--- src/clfsm_pkg.sv ---
// -----------------------------------------------------------------------------
// clfsm_pkg
// Types, codes and constants shared by the load discovery block.
// -----------------------------------------------------------------------------
package clfsm_pkg;

   localparam int unsigned CHAN_W   = 4;
   localparam int unsigned WATT_W   = 20;
   localparam int unsigned LOAD_W   = 21;
   localparam int unsigned STAMP_W  = 32;
   localparam int unsigned CNT_W    = 5;
   localparam int unsigned MASK_W   = 16;
   localparam int unsigned LIMIT_W  = 16;
   localparam int unsigned CSR_AW   = 5;
   localparam int unsigned CSR_DW   = 32;

   localparam logic [1:0] KIND_START = 2'd0;
   localparam logic [1:0] KIND_POLL  = 2'd1;
   localparam logic [1:0] KIND_STOP  = 2'd2;

   localparam logic [CNT_W-1:0] CNT_MAX = 5'd31;

   localparam logic [2:0] REG_MAINS_MASK   = 3'd0;
   localparam logic [2:0] REG_JUMP_LOW     = 3'd1;
   localparam logic [2:0] REG_JUMP_HIGH    = 3'd2;
   localparam logic [2:0] REG_DROP_MARGIN  = 3'd3;
   localparam logic [2:0] REG_SCAN_TIMEOUT = 3'd4;
   localparam logic [2:0] REG_OFF_TIMEOUT  = 3'd5;

   localparam logic [MASK_W-1:0]  RST_MAINS_MASK   = 16'd0;
   localparam logic [LIMIT_W-1:0] RST_JUMP_LOW     = 16'd600;
   localparam logic [LIMIT_W-1:0] RST_JUMP_HIGH    = 16'd1200;
   localparam logic [LIMIT_W-1:0] RST_DROP_MARGIN  = 16'd500;
   localparam logic [STAMP_W-1:0] RST_SCAN_TIMEOUT = 32'd60000;
   localparam logic [STAMP_W-1:0] RST_OFF_TIMEOUT  = 32'd30000;

   typedef enum logic [2:0] {
      PH_IDLE = 3'd0,
      PH_SCAN = 3'd1,
      PH_WAIT = 3'd2,
      PH_CONF = 3'd3,
      PH_MISC = 3'd4,
      PH_TOUT = 3'd5
   } phase_type;

   typedef struct packed {
      logic [MASK_W-1:0]  mains_mask;
      logic [LIMIT_W-1:0] jump_low;
      logic [LIMIT_W-1:0] jump_high;
      logic [LIMIT_W-1:0] drop_margin;
      logic [STAMP_W-1:0] scan_timeout_ms;
      logic [STAMP_W-1:0] off_timeout_ms;
   } cfg_type;

   typedef struct packed {
      logic                     wr_en;
      logic                     rd_en;
      logic [CHAN_W-1:0]        addr;
      logic signed [WATT_W-1:0] wr_data;
   } ram_ctl_type;

endpackage

--- src/clfsm_req_if.sv ---
// -----------------------------------------------------------------------------
// clfsm_req_if
// Reading channel: one channel reading per transaction.
// -----------------------------------------------------------------------------
interface clfsm_req_if;
   logic                               valid;
   logic                               ready;
   logic [1:0]                         kind;
   logic [clfsm_pkg::CHAN_W-1:0]       channel;
   logic                               usable;
   logic signed [clfsm_pkg::WATT_W-1:0] watts;
   logic                               last;
   logic [clfsm_pkg::STAMP_W-1:0]      now_ms;

   modport source (output valid, kind, channel, usable, watts, last, now_ms, input ready);
   modport sink   (input valid, kind, channel, usable, watts, last, now_ms, output ready);
endinterface

--- src/clfsm_rsp_if.sv ---
// -----------------------------------------------------------------------------
// clfsm_rsp_if
// Status channel: one discovery status per transaction.
// -----------------------------------------------------------------------------
interface clfsm_rsp_if;
   logic                               valid;
   logic                               ready;
   logic [2:0]                         run_state;
   logic                               candidate_valid;
   logic [clfsm_pkg::CHAN_W-1:0]       candidate;
   logic signed [clfsm_pkg::LOAD_W-1:0] load_watts;
   logic                               keep_polling;

   modport source (output valid, run_state, candidate_valid, candidate, load_watts,
                   keep_polling, input ready);
   modport sink   (input valid, run_state, candidate_valid, candidate, load_watts,
                   keep_polling, output ready);
endinterface

--- src/circuit_load_discovery_fsm_core.sv ---
// -----------------------------------------------------------------------------
// circuit_load_discovery_fsm_core
// Locates the power channel carrying a switched test load.
// -----------------------------------------------------------------------------
// Takes one channel reading per clock. A reading reads its channel's baseline
// from a synchronous RAM at the edge that accepts it and is evaluated in the
// next cycle; the transaction that ends a poll, a start or a stop moves
// through the stage-1 register and then loads the status output register.
// Throughput is one reading per cycle, set by the single baseline RAM read
// and write per cycle; the input stalls only while a finished status waits
// to be taken and the reading under evaluation also produces a status.
module circuit_load_discovery_fsm_core #(
   parameter int unsigned CHANNELS = 16
) (
   input  logic                              clock,
   input  logic                              reset,
   clfsm_req_if.sink                         req_bus,
   clfsm_rsp_if.source                       rsp_bus,
   input  logic                              csr_psel,
   input  logic                              csr_penable,
   input  logic                              csr_pwrite,
   input  logic [clfsm_pkg::CSR_AW-1:0]      csr_paddr,
   input  logic [clfsm_pkg::CSR_DW-1:0]      csr_pwdata,
   output logic [clfsm_pkg::CSR_DW-1:0]      csr_prdata,
   output logic                              csr_pready
);
   import clfsm_pkg::*;

   localparam int unsigned ADDR_W = (CHANNELS > 1) ? $clog2(CHANNELS) : 1;

   cfg_type                  cfg;
   ram_ctl_type              ram_ctl;
   logic signed [WATT_W-1:0] base_rd;

   clfsm_csr u_csr (
      .clock   (clock),
      .reset   (reset),
      .psel    (csr_psel),
      .penable (csr_penable),
      .pwrite  (csr_pwrite),
      .paddr   (csr_paddr),
      .pwdata  (csr_pwdata),
      .prdata  (csr_prdata),
      .pready  (csr_pready),
      .cfg     (cfg)
   );

   clfsm_ram #(
      .WIDTH (WATT_W),
      .DEPTH (CHANNELS)
   ) u_base_ram (
      .clock   (clock),
      .wr_en   (ram_ctl.wr_en),
      .wr_addr (ram_ctl.addr[ADDR_W-1:0]),
      .wr_data (ram_ctl.wr_data),
      .rd_en   (ram_ctl.rd_en),
      .rd_addr (ram_ctl.addr[ADDR_W-1:0]),
      .rd_data (base_rd)
   );

   clfsm_scan #(
      .CHANNELS (CHANNELS)
   ) u_scan (
      .clock   (clock),
      .reset   (reset),
      .cfg     (cfg),
      .req     (req_bus),
      .rsp     (rsp_bus),
      .ram_ctl (ram_ctl),
      .base_rd (base_rd)
   );

endmodule

--- src/clfsm_ram.sv ---
// -----------------------------------------------------------------------------
// clfsm_ram
// Generic single-write, single-read RAM with registered read data.
// -----------------------------------------------------------------------------
module clfsm_ram #(
   parameter int unsigned WIDTH = 20,
   parameter int unsigned DEPTH = 16
) (
   input  logic                                        clock,
   input  logic                                        wr_en,
   input  logic [((DEPTH > 1) ? $clog2(DEPTH) : 1)-1:0] wr_addr,
   input  logic [WIDTH-1:0]                            wr_data,
   input  logic                                        rd_en,
   input  logic [((DEPTH > 1) ? $clog2(DEPTH) : 1)-1:0] rd_addr,
   output logic [WIDTH-1:0]                            rd_data
);

   logic [WIDTH-1:0] mem_ff [DEPTH];
   logic [WIDTH-1:0] rd_data_ff;

   always_ff @(posedge clock) begin
      if (wr_en) begin
         mem_ff[wr_addr] <= wr_data;
      end
      if (rd_en) begin
         rd_data_ff <= mem_ff[rd_addr];
      end
   end

   assign rd_data = rd_data_ff;

endmodule

--- src/clfsm_csr.sv ---
// -----------------------------------------------------------------------------
// clfsm_csr
// Configuration registers behind an APB-style port.
// -----------------------------------------------------------------------------
module clfsm_csr (
   input  logic                              clock,
   input  logic                              reset,
   input  logic                              psel,
   input  logic                              penable,
   input  logic                              pwrite,
   input  logic [clfsm_pkg::CSR_AW-1:0]      paddr,
   input  logic [clfsm_pkg::CSR_DW-1:0]      pwdata,
   output logic [clfsm_pkg::CSR_DW-1:0]      prdata,
   output logic                              pready,
   output clfsm_pkg::cfg_type                cfg
);
   import clfsm_pkg::*;

   cfg_type    cfg_ff;
   cfg_type    cfg_in;
   logic [2:0] idx;
   logic       wr_hit;

   assign idx    = paddr[CSR_AW-1:2];
   assign wr_hit = psel & penable & pwrite;
   assign pready = 1'b1;

   always_comb begin
      cfg_in = cfg_ff;
      if (wr_hit) begin
         case (idx)
            REG_MAINS_MASK:   cfg_in.mains_mask      = pwdata[MASK_W-1:0];
            REG_JUMP_LOW:     cfg_in.jump_low        = pwdata[LIMIT_W-1:0];
            REG_JUMP_HIGH:    cfg_in.jump_high       = pwdata[LIMIT_W-1:0];
            REG_DROP_MARGIN:  cfg_in.drop_margin     = pwdata[LIMIT_W-1:0];
            REG_SCAN_TIMEOUT: cfg_in.scan_timeout_ms = pwdata[STAMP_W-1:0];
            REG_OFF_TIMEOUT:  cfg_in.off_timeout_ms  = pwdata[STAMP_W-1:0];
            default: ;
         endcase
      end
   end

   always_comb begin
      case (idx)
         REG_MAINS_MASK:   prdata = CSR_DW'(cfg_ff.mains_mask);
         REG_JUMP_LOW:     prdata = CSR_DW'(cfg_ff.jump_low);
         REG_JUMP_HIGH:    prdata = CSR_DW'(cfg_ff.jump_high);
         REG_DROP_MARGIN:  prdata = CSR_DW'(cfg_ff.drop_margin);
         REG_SCAN_TIMEOUT: prdata = CSR_DW'(cfg_ff.scan_timeout_ms);
         REG_OFF_TIMEOUT:  prdata = CSR_DW'(cfg_ff.off_timeout_ms);
         default:          prdata = '0;
      endcase
   end

   always_ff @(posedge clock) begin
      if (reset) begin
         cfg_ff.mains_mask      <= RST_MAINS_MASK;
         cfg_ff.jump_low        <= RST_JUMP_LOW;
         cfg_ff.jump_high       <= RST_JUMP_HIGH;
         cfg_ff.drop_margin     <= RST_DROP_MARGIN;
         cfg_ff.scan_timeout_ms <= RST_SCAN_TIMEOUT;
         cfg_ff.off_timeout_ms  <= RST_OFF_TIMEOUT;
      end else begin
         cfg_ff <= cfg_in;
      end
   end

   assign cfg = cfg_ff;

endmodule

--- src/clfsm_scan.sv ---
// -----------------------------------------------------------------------------
// clfsm_scan
// Reading pipeline: baseline lookup, per-poll accumulation, phase control
// and the status output register.
// -----------------------------------------------------------------------------
module clfsm_scan #(
   parameter int unsigned CHANNELS = 16
) (
   input  logic                                   clock,
   input  logic                                   reset,
   input  clfsm_pkg::cfg_type                     cfg,
   clfsm_req_if.sink                              req,
   clfsm_rsp_if.source                            rsp,
   output clfsm_pkg::ram_ctl_type                 ram_ctl,
   input  logic signed [clfsm_pkg::WATT_W-1:0]    base_rd
);
   import clfsm_pkg::*;

   localparam int unsigned DW = WATT_W + 2;

   // stage 1: accepted reading, baseline arrives from RAM
   logic                     s1_valid_ff;
   logic [1:0]               s1_kind_ff;
   logic [CHAN_W-1:0]        s1_ch_ff;
   logic                     s1_usable_ff;
   logic signed [WATT_W-1:0] s1_watts_ff;
   logic                     s1_last_ff;
   logic [STAMP_W-1:0]       s1_now_ff;

   // block state
   phase_type                phase_ff, phase_in;
   logic [STAMP_W-1:0]       start_stamp_ff, start_stamp_in;
   logic [STAMP_W-1:0]       phase_stamp_ff, phase_stamp_in;
   logic [CHAN_W-1:0]        found_ff, found_in;
   logic signed [WATT_W-1:0] peak_ff, peak_in;
   logic signed [WATT_W-1:0] cand_base_ff, cand_base_in;
   logic [CNT_W-1:0]         cnt_ff, cnt_in;
   logic                     mrose_ff, mrose_in;
   logic                     pick_v_ff, pick_v_in;
   logic [CHAN_W-1:0]        pick_ch_ff, pick_ch_in;
   logic signed [WATT_W-1:0] pick_w_ff, pick_w_in;
   logic signed [WATT_W-1:0] pick_base_ff, pick_base_in;
   logic                     drop_ff, drop_in;

   // output register
   logic                     rsp_valid_ff;
   logic [2:0]               rsp_state_ff;
   logic                     rsp_cv_ff;
   logic [CHAN_W-1:0]        rsp_cand_ff;
   logic signed [LOAD_W-1:0] rsp_load_ff;
   logic                     rsp_keep_ff;

   logic                     req_fire;
   logic                     req_ch_ok;
   logic                     s1_ch_ok;
   logic                     s1_go;
   logic                     emit;
   logic                     keep;
   logic                     cv;
   logic signed [WATT_W-1:0] s1_bv;
   logic signed [DW-1:0]     delta;
   logic                     in_win;
   logic [STAMP_W-1:0]       el_scan;
   logic [STAMP_W-1:0]       el_wait;

   assign req_ch_ok = ({1'b0, req.channel} < (CHAN_W + 1)'(CHANNELS));
   assign s1_ch_ok  = ({1'b0, s1_ch_ff} < (CHAN_W + 1)'(CHANNELS));

   assign emit  = s1_valid_ff && s1_kind_ff != 2'd3 &&
                  (s1_kind_ff == KIND_STOP || s1_last_ff);
   assign s1_go = s1_valid_ff && (!emit || !rsp_valid_ff || rsp.ready);

   assign req.ready = !s1_valid_ff || s1_go;
   assign req_fire  = req.valid && req.ready;

   assign ram_ctl.wr_en   = req_fire && req.kind == KIND_START && req_ch_ok;
   assign ram_ctl.rd_en   = req_fire;
   assign ram_ctl.addr    = req.channel;
   assign ram_ctl.wr_data = req.usable ? req.watts : '0;

   assign s1_bv   = s1_usable_ff ? s1_watts_ff : '0;
   assign delta   = DW'(s1_watts_ff) - DW'(base_rd);
   assign in_win  = (delta >= $signed({6'b0, cfg.jump_low})) &&
                    (delta <= $signed({6'b0, cfg.jump_high}));
   assign el_scan = s1_now_ff - start_stamp_ff;
   assign el_wait = s1_now_ff - phase_stamp_ff;

   always_comb begin
      phase_in       = phase_ff;
      start_stamp_in = start_stamp_ff;
      phase_stamp_in = phase_stamp_ff;
      found_in       = found_ff;
      peak_in        = peak_ff;
      cand_base_in   = cand_base_ff;
      cnt_in         = cnt_ff;
      mrose_in       = mrose_ff;
      pick_v_in      = pick_v_ff;
      pick_ch_in     = pick_ch_ff;
      pick_w_in      = pick_w_ff;
      pick_base_in   = pick_base_ff;
      drop_in        = drop_ff;
      keep           = 1'b0;

      case (s1_kind_ff)
         KIND_START: begin
            if (s1_ch_ok) begin
               if (s1_ch_ff == found_ff) begin
                  cand_base_in = s1_bv;
               end
               if (s1_ch_ff == pick_ch_ff) begin
                  pick_base_in = s1_bv;
               end
            end
            if (s1_last_ff) begin
               phase_in       = PH_SCAN;
               start_stamp_in = s1_now_ff;
               phase_stamp_in = s1_now_ff;
               found_in       = '0;
               peak_in        = '0;
               keep           = 1'b1;
            end
         end
         KIND_POLL: begin
            if (s1_ch_ok && phase_ff == PH_SCAN && s1_usable_ff) begin
               if (in_win) begin
                  if (cnt_ff != CNT_MAX) begin
                     cnt_in = cnt_ff + 1'b1;
                  end
                  if (cfg.mains_mask[s1_ch_ff]) begin
                     mrose_in = 1'b1;
                  end else begin
                     pick_v_in    = 1'b1;
                     pick_ch_in   = s1_ch_ff;
                     pick_w_in    = s1_watts_ff;
                     pick_base_in = base_rd;
                  end
               end
            end else if (s1_ch_ok && phase_ff == PH_WAIT && s1_ch_ff == found_ff) begin
               drop_in = DW'(s1_watts_ff) < (DW'(peak_ff) - $signed({6'b0, cfg.drop_margin}));
            end
            if (s1_last_ff) begin
               case (phase_ff)
                  PH_SCAN: begin
                     if (el_scan > cfg.scan_timeout_ms) begin
                        phase_in = PH_TOUT;
                     end else if (cnt_in != '0 && pick_v_in) begin
                        found_in       = pick_ch_in;
                        peak_in        = pick_w_in;
                        cand_base_in   = pick_base_in;
                        phase_in       = PH_WAIT;
                        phase_stamp_in = s1_now_ff;
                        keep           = 1'b1;
                     end else if (cnt_in != '0 && mrose_in) begin
                        phase_in = PH_MISC;
                     end else begin
                        keep = 1'b1;
                     end
                  end
                  PH_WAIT: begin
                     if (el_wait > cfg.off_timeout_ms) begin
                        phase_in = PH_TOUT;
                     end else if (drop_in) begin
                        phase_in = PH_CONF;
                     end else begin
                        keep = 1'b1;
                     end
                  end
                  default: ;
               endcase
            end
         end
         KIND_STOP: begin
            phase_in = PH_IDLE;
         end
         default: ;
      endcase

      if (emit) begin
         cnt_in     = '0;
         mrose_in   = 1'b0;
         pick_v_in  = 1'b0;
         pick_ch_in = '0;
         pick_w_in  = '0;
         drop_in    = 1'b0;
      end
   end

   assign cv = (phase_in == PH_WAIT) || (phase_in == PH_CONF);

   always_ff @(posedge clock) begin
      if (reset) begin
         s1_valid_ff <= 1'b0;
      end else if (req.ready) begin
         s1_valid_ff <= req.valid;
      end
      if (req_fire) begin
         s1_kind_ff   <= req.kind;
         s1_ch_ff     <= req.channel;
         s1_usable_ff <= req.usable;
         s1_watts_ff  <= req.watts;
         s1_last_ff   <= req.last;
         s1_now_ff    <= req.now_ms;
      end
   end

   always_ff @(posedge clock) begin
      if (reset) begin
         phase_ff       <= PH_IDLE;
         start_stamp_ff <= '0;
         phase_stamp_ff <= '0;
         found_ff       <= '0;
         peak_ff        <= '0;
         cand_base_ff   <= '0;
         cnt_ff         <= '0;
         mrose_ff       <= 1'b0;
         pick_v_ff      <= 1'b0;
         pick_ch_ff     <= '0;
         pick_w_ff      <= '0;
         pick_base_ff   <= '0;
         drop_ff        <= 1'b0;
      end else if (s1_go) begin
         phase_ff       <= phase_in;
         start_stamp_ff <= start_stamp_in;
         phase_stamp_ff <= phase_stamp_in;
         found_ff       <= found_in;
         peak_ff        <= peak_in;
         cand_base_ff   <= cand_base_in;
         cnt_ff         <= cnt_in;
         mrose_ff       <= mrose_in;
         pick_v_ff      <= pick_v_in;
         pick_ch_ff     <= pick_ch_in;
         pick_w_ff      <= pick_w_in;
         pick_base_ff   <= pick_base_in;
         drop_ff        <= drop_in;
      end
   end

   always_ff @(posedge clock) begin
      if (reset) begin
         rsp_valid_ff <= 1'b0;
      end else if (s1_go && emit) begin
         rsp_valid_ff <= 1'b1;
      end else if (rsp.ready) begin
         rsp_valid_ff <= 1'b0;
      end
      if (s1_go && emit) begin
         rsp_state_ff <= 3'(phase_in);
         rsp_cv_ff    <= cv;
         rsp_cand_ff  <= cv ? found_in : '0;
         rsp_load_ff  <= cv ? (LOAD_W'(peak_in) - LOAD_W'(cand_base_in)) : '0;
         rsp_keep_ff  <= keep;
      end
   end

   assign rsp.valid           = rsp_valid_ff;
   assign rsp.run_state       = rsp_state_ff;
   assign rsp.candidate_valid = rsp_cv_ff;
   assign rsp.candidate       = rsp_cand_ff;
   assign rsp.load_watts      = rsp_load_ff;
   assign rsp.keep_polling    = rsp_keep_ff;

endmodule

--- src/flat_wrapper.sv ---
// flat-port wrapper written by rule: the top's interface ports become plain ports
module circuit_load_discovery_fsm_core_flat import clfsm_pkg::*;
#(
   parameter int unsigned CHANNELS = 16
)
  (clock, reset, csr_psel, csr_penable, csr_pwrite, csr_paddr, csr_pwdata, csr_prdata, csr_pready, req_bus_valid, req_bus_kind, req_bus_channel, req_bus_usable, req_bus_watts, req_bus_last, req_bus_now_ms, req_bus_ready, rsp_bus_valid, rsp_bus_run_state, rsp_bus_candidate_valid, rsp_bus_candidate, rsp_bus_load_watts, rsp_bus_keep_polling, rsp_bus_ready);
  clfsm_req_if req_bus_i ();
  clfsm_rsp_if rsp_bus_i ();
  input  logic clock;
  input  logic reset;
  input  logic csr_psel;
  input  logic csr_penable;
  input  logic csr_pwrite;
  input  logic [clfsm_pkg::CSR_AW-1:0] csr_paddr;
  input  logic [clfsm_pkg::CSR_DW-1:0] csr_pwdata;
  output logic [clfsm_pkg::CSR_DW-1:0] csr_prdata;
  output logic csr_pready;
  input wire logic [$bits(req_bus_i.valid)-1:0] req_bus_valid;
  input wire logic [$bits(req_bus_i.kind)-1:0] req_bus_kind;
  input wire logic [$bits(req_bus_i.channel)-1:0] req_bus_channel;
  input wire logic [$bits(req_bus_i.usable)-1:0] req_bus_usable;
  input wire logic [$bits(req_bus_i.watts)-1:0] req_bus_watts;
  input wire logic [$bits(req_bus_i.last)-1:0] req_bus_last;
  input wire logic [$bits(req_bus_i.now_ms)-1:0] req_bus_now_ms;
  output wire logic [$bits(req_bus_i.ready)-1:0] req_bus_ready;
  output wire logic [$bits(rsp_bus_i.valid)-1:0] rsp_bus_valid;
  output wire logic [$bits(rsp_bus_i.run_state)-1:0] rsp_bus_run_state;
  output wire logic [$bits(rsp_bus_i.candidate_valid)-1:0] rsp_bus_candidate_valid;
  output wire logic [$bits(rsp_bus_i.candidate)-1:0] rsp_bus_candidate;
  output wire logic [$bits(rsp_bus_i.load_watts)-1:0] rsp_bus_load_watts;
  output wire logic [$bits(rsp_bus_i.keep_polling)-1:0] rsp_bus_keep_polling;
  input wire logic [$bits(rsp_bus_i.ready)-1:0] rsp_bus_ready;
  assign req_bus_i.valid = req_bus_valid;
  assign req_bus_i.kind = req_bus_kind;
  assign req_bus_i.channel = req_bus_channel;
  assign req_bus_i.usable = req_bus_usable;
  assign req_bus_i.watts = req_bus_watts;
  assign req_bus_i.last = req_bus_last;
  assign req_bus_i.now_ms = req_bus_now_ms;
  assign req_bus_ready = req_bus_i.ready;
  assign rsp_bus_valid = rsp_bus_i.valid;
  assign rsp_bus_run_state = rsp_bus_i.run_state;
  assign rsp_bus_candidate_valid = rsp_bus_i.candidate_valid;
  assign rsp_bus_candidate = rsp_bus_i.candidate;
  assign rsp_bus_load_watts = rsp_bus_i.load_watts;
  assign rsp_bus_keep_polling = rsp_bus_i.keep_polling;
  assign rsp_bus_i.ready = rsp_bus_ready;
  circuit_load_discovery_fsm_core #(.CHANNELS(CHANNELS)) u_core (.clock(clock), .reset(reset), .req_bus(req_bus_i), .rsp_bus(rsp_bus_i), .csr_psel(csr_psel), .csr_penable(csr_penable), .csr_pwrite(csr_pwrite), .csr_paddr(csr_paddr), .csr_pwdata(csr_pwdata), .csr_prdata(csr_prdata), .csr_pready(csr_pready));
endmodule
--- config.mk ---
export PLATFORM = sky130hd
export DESIGN_NAME = circuit_load_discovery_fsm_core_flat
export DESIGN_NICKNAME = d
export VERILOG_FILES = /design/src/clfsm_pkg.sv /design/src/clfsm_req_if.sv /design/src/clfsm_rsp_if.sv /design/src/circuit_load_discovery_fsm_core.sv /design/src/clfsm_ram.sv /design/src/clfsm_csr.sv /design/src/clfsm_scan.sv /design/src/flat_wrapper.sv
export SDC_FILE = /design/constraint.sdc
export NUM_CORES = 2
export LEC_CHECK = 0
export ABC_CLOCK_PERIOD_IN_PS = 10500
export BUFFER_PORTS_ARGS = -buffer_cell sky130_fd_sc_hd__buf_2
export CAP_MARGIN = 30
export CORE_UTILIZATION = 32
export CTS_BUF_LIST = sky130_fd_sc_hd__clkbuf_8 sky130_fd_sc_hd__clkbuf_16
export DETAILED_ROUTE_END_ITERATION = 10
export GPL_ROUTABILITY_DRIVEN = 1
export RECOVER_POWER = 100
export SKIP_LAST_GASP = 1
export SYNTH_ARGS = -nofsm -noshare
export SYNTH_HDL_FRONTEND = slang
export SYNTH_SLANG_ARGS = --single-unit
--- constraint.sdc ---
create_clock -name clock -period 10.5 [get_ports clock]
set_input_delay 0 -clock clock [delete_from_list [all_inputs] [get_ports clock]]
set_output_delay 0 -clock clock [all_outputs]
set_load 0.01 [all_outputs]
==> impl_metrics.py <==
metrics = {
    "timing": {
        "skew_ps": 49.40,
        "setup-violations-final": 0,
        "fin_crit_sh_pct": 94.33,
        "fmax_mhz": 101.0,
        "finalHoldViolations": 0,
        "min_period_ps": 9905,
        "fin_hold_ws_ps": 53.51,
        "setup_ws_ps": 595.5,
        "slew_headroom_pct": -397.1,
        "rsz0062_at_grt": "false",
        "maxSlewViolCount": 1161,
        "setup_tns_ps": 0,
        "worstMarginPinSlew_ps": 7456,
    },
    "pwr": {
        "ir_worst_vdd_v": 0.0001500,
        "power_mw": 6.669,
        "power_density_nw_per_um2": 154.7,
        "p_leak_nw": 14.51,
    },
    "floorplan": {
        "die_y_um": 343.3,
        "die_area_um2": 117800,
        "start_util_pct": 32.42,
        "core-area_um2": 115000,
        "rows": 124,
        "die_w_um": 343.3,
        "io_pins": 169,
    },
    "worst_setup_path": {
        "worstPathMaxFanout": 31,
        "cp_slowest_cell": "clkbuf_1",
        "criticalPathCategory": "flop to flop",
        "cp_common_cell": "o21ai_0",
        "cp.arrival_ps": 10420,
        "worstSetupEndpointType": "flop",
        "required_ps": 11020,
        "startpoint_type": "flop",
        "max_stage_delay_ps": 1120,
    },
    "yosys": {
        "dominantRegCellSynth": "edfxtp_1",
        "yosys.area.top_type": "edfxtp_1",
        "synth_top_area_share_pct": 34.64,
        "avgSynthCellArea_um2": 10.95,
        "ys_types": 94,
        "async_flop_share_pct": 0,
        "synth_edf_count": 430,
        "seq_area_frac_synth_pct": 50.38,
        "postSynthCellCount": 3404,
        "synth_fp_nets": 3748,
        "synthTopCellsByArea": "edfxtp_1 35%, dfxtp_1 16%, ha_1 7.9%",
        "synth_seq_cells": 723,
        "netlist_area_um2": 37270,
        "ys_warn_count": 0,
    },
    "outcome": {
        "status": "finished, violations left",
        "violations": "capacitance limit, slew limit",
    },
    "grt": {
        "grt_pass1_wl_um": 165000,
        "grt_overflow": 0,
        "grt_max_degree": 158,
        "antenna_found_initial": 3,
        "gr-usage-all-layers_pct": 18.26,
        "first_global_vias": 26824,
    },
    "hold_path": {
        "hp-class": "input pin to flop",
    },
    "cells_and_area": {
        "final_common_cell": "edfxtp_1",
        "area_growth_pct": 15.70,
        "drive_above_1_share_pct": 10.40,
        "fin_nets": 3970,
        "area.sequential_um2": 18780,
        "n_antenna_cell": 0,
        "final_cell_mix": "430 x edfxtp_1, 396 x nand2_1, 293 x dfxtp_1",
        "fillers": 11214,
        "multiInputGateArea_um2": 16800,
        "layout.cells.non_filler": 5203,
        "final_util_pct": 37.51,
        "design_area_um2": 43130,
    },
    "placement": {
        "gp_congestion": 0.8905,
        "dp_hpwl_um": 75470,
        "dp_cells": 4961,
        "port_buffers": 165,
        "post-place-ws_ps": 669.5,
        "placed_area_um2": 39930,
    },
    "clock_tree": {
        "htreeDepth": 3,
        "cts_sinks": 723,
        "cts_inserted_buffers": 81,
        "clock_latency_ps": 660,
        "clockBufferDepth": 3,
        "root_buffer": "clkbuf_16",
        "clkTransAtPathRegs_ps": 60,
        "cts_tree": "done",
    },
    "route": {
        "drtPass1Iterations": 7,
        "drt-initial-drc-count": 2413,
        "wl_um": 109800,
        "antenna_left": 0,
        "vias": 27736,
        "drcViolationCount": 0,
        "post_drt_wl_per_cell_um": 21.10,
        "via_per_inst": 5.331,
    },
    "run": {
        "maxCapViolCount": 33,
    },
}
## routing by layer
layer  wire length [um]  vias up  GRT usage, %
li1                   -    13063             -
met1              47280    13575         24.19
met2              52570      923         30.71
met3               6580      175         2.542
met4               3338        0         5.787
met5                  0        -             0
## Yosys cell counts (all sizes together) (13+ instances only)
| library cell | count |
|---|---|
| clkbuf | 138 |
| nand2 | 396 |
| o31ai | 39 |
| inv | 262 |
| mux4 | 105 |
| xnor2 | 71 |
| o21ai | 89 |
| a21oi | 262 |
| a22o | 18 |
| and2 | 38 |
| o21bai | 13 |
| o211ai | 29 |
| xor2 | 35 |
| o21a | 21 |
| a21o | 48 |
| nand3 | 59 |
| and3 | 33 |
| o2111ai | 35 |
| a31oi | 26 |
| o32ai | 24 |
| a22oi | 75 |
| dfxtp | 293 |
| nand2b | 35 |
| o2bb2ai | 19 |
| nor2 | 207 |
| a211oi | 27 |
| buf | 34 |
| nor2b | 26 |
| or2 | 14 |
| mux2i | 44 |
| edfxtp | 430 |
| nor3 | 42 |
| ha | 235 |
| a221o | 13 |
| nand4 | 20 |
## final timing paths
kind                                    startpoint                          endpoint  slack, ps  cells after the start
setup / recovery      u_core.u_scan.s1_watts_ff[2]  u_core.u_scan.rsp.load_watts[19]        600                     32
hold / removal                  req_bus_now_ms[13]       u_core.u_scan.s1_now_ff[13]         50                      2
setup reg to reg      u_core.u_scan.s1_watts_ff[2]  u_core.u_scan.rsp.load_watts[19]        600                     32
hold reg to reg   u_core.u_scan.start_stamp_ff[21]  u_core.u_scan.start_stamp_ff[21]        450                      2
## cell families (layout without fill, tap and decap cells)
| family | after synthesis | in the layout | share of synthesized area (%) |
|---|---|---|---|
| other cells | 1 | 1 | 0.01006 |
| compound gates | 826 | 826 | 15.39 |
| mux | 157 | 157 | 7.778 |
| xor+xnor | 106 | 106 | 2.491 |
| buf+inv | 434 | 721 | 4.542 |
| flops | 723 | 723 | 50.38 |
| simple gates | 917 | 917 | 11.26 |
| fa+ha+maj | 240 | 240 | 8.157 |
## worst max-delay path, delay by kind of cell, from the launching register on
family	cells	cell delay (ps)
AOI/OAI and AO/OA	16	3730
and+or+nand+nor	9	2280
buffers and inverters	2	1680
adders and majority gates	3	1010
DFF	1	610
muxes	1	300
xor gates and xnor gates	1	130
## flip-flops by register name, summed over array words and instances (netlist names), 4 cells and up
register,flops
u_core.u_base_ram.mem_ff,320
u_core.u_csr.cfg,128
u_core.u_scan.phase_stamp_ff,32
u_core.u_scan.s1_now_ff,32
u_core.u_scan.start_stamp_ff,32
u_core.u_scan.rsp.load_watts,21
u_core.u_base_ram.rd_data,20
u_core.u_scan.cand_base_ff,20
u_core.u_scan.peak_ff,20
u_core.u_scan.pick_base_ff,20
u_core.u_scan.pick_w_ff,20
u_core.u_scan.s1_watts_ff,20
u_core.u_scan.cnt_ff,5
u_core.u_scan.found_ff,4
u_core.u_scan.pick_ch_ff,4
u_core.u_scan.rsp.candidate,4
u_core.u_scan.s1_ch_ff,4
## cell type report
type / count / share of cell area [%]
Clock buffer: 90 / 5.040
Timing Repair Buffer: 311 / 4.604
Multi-Input combinational cell: 2247 / 38.96
Tap cell: 1512 / 4.387
Clock inverter: 58 / 1.178
Sequential cell: 723 / 43.54
Inverter: 262 / 2.283
## report_power, final
| part | internal (mW) | switching, mW | leakage, nW | total (mW) |
|---|---|---|---|---|
| Combinational | 0.290 | 0.424 | 7.21 | 0.714 |
| Sequential | 3.05 | 0.0439 | 5.91 | 3.09 |
| Clock | 1.66 | 1.20 | 1.39 | 2.86 |
## timing repair
action,in CTS,in global routing
setup endpoints to repair,0,6
resized for setup,0,3
endpoints found under the hold margin,265,0
hold buffers,94,0
buffers inserted,0,0
Power figures use the tool's default switching activity.
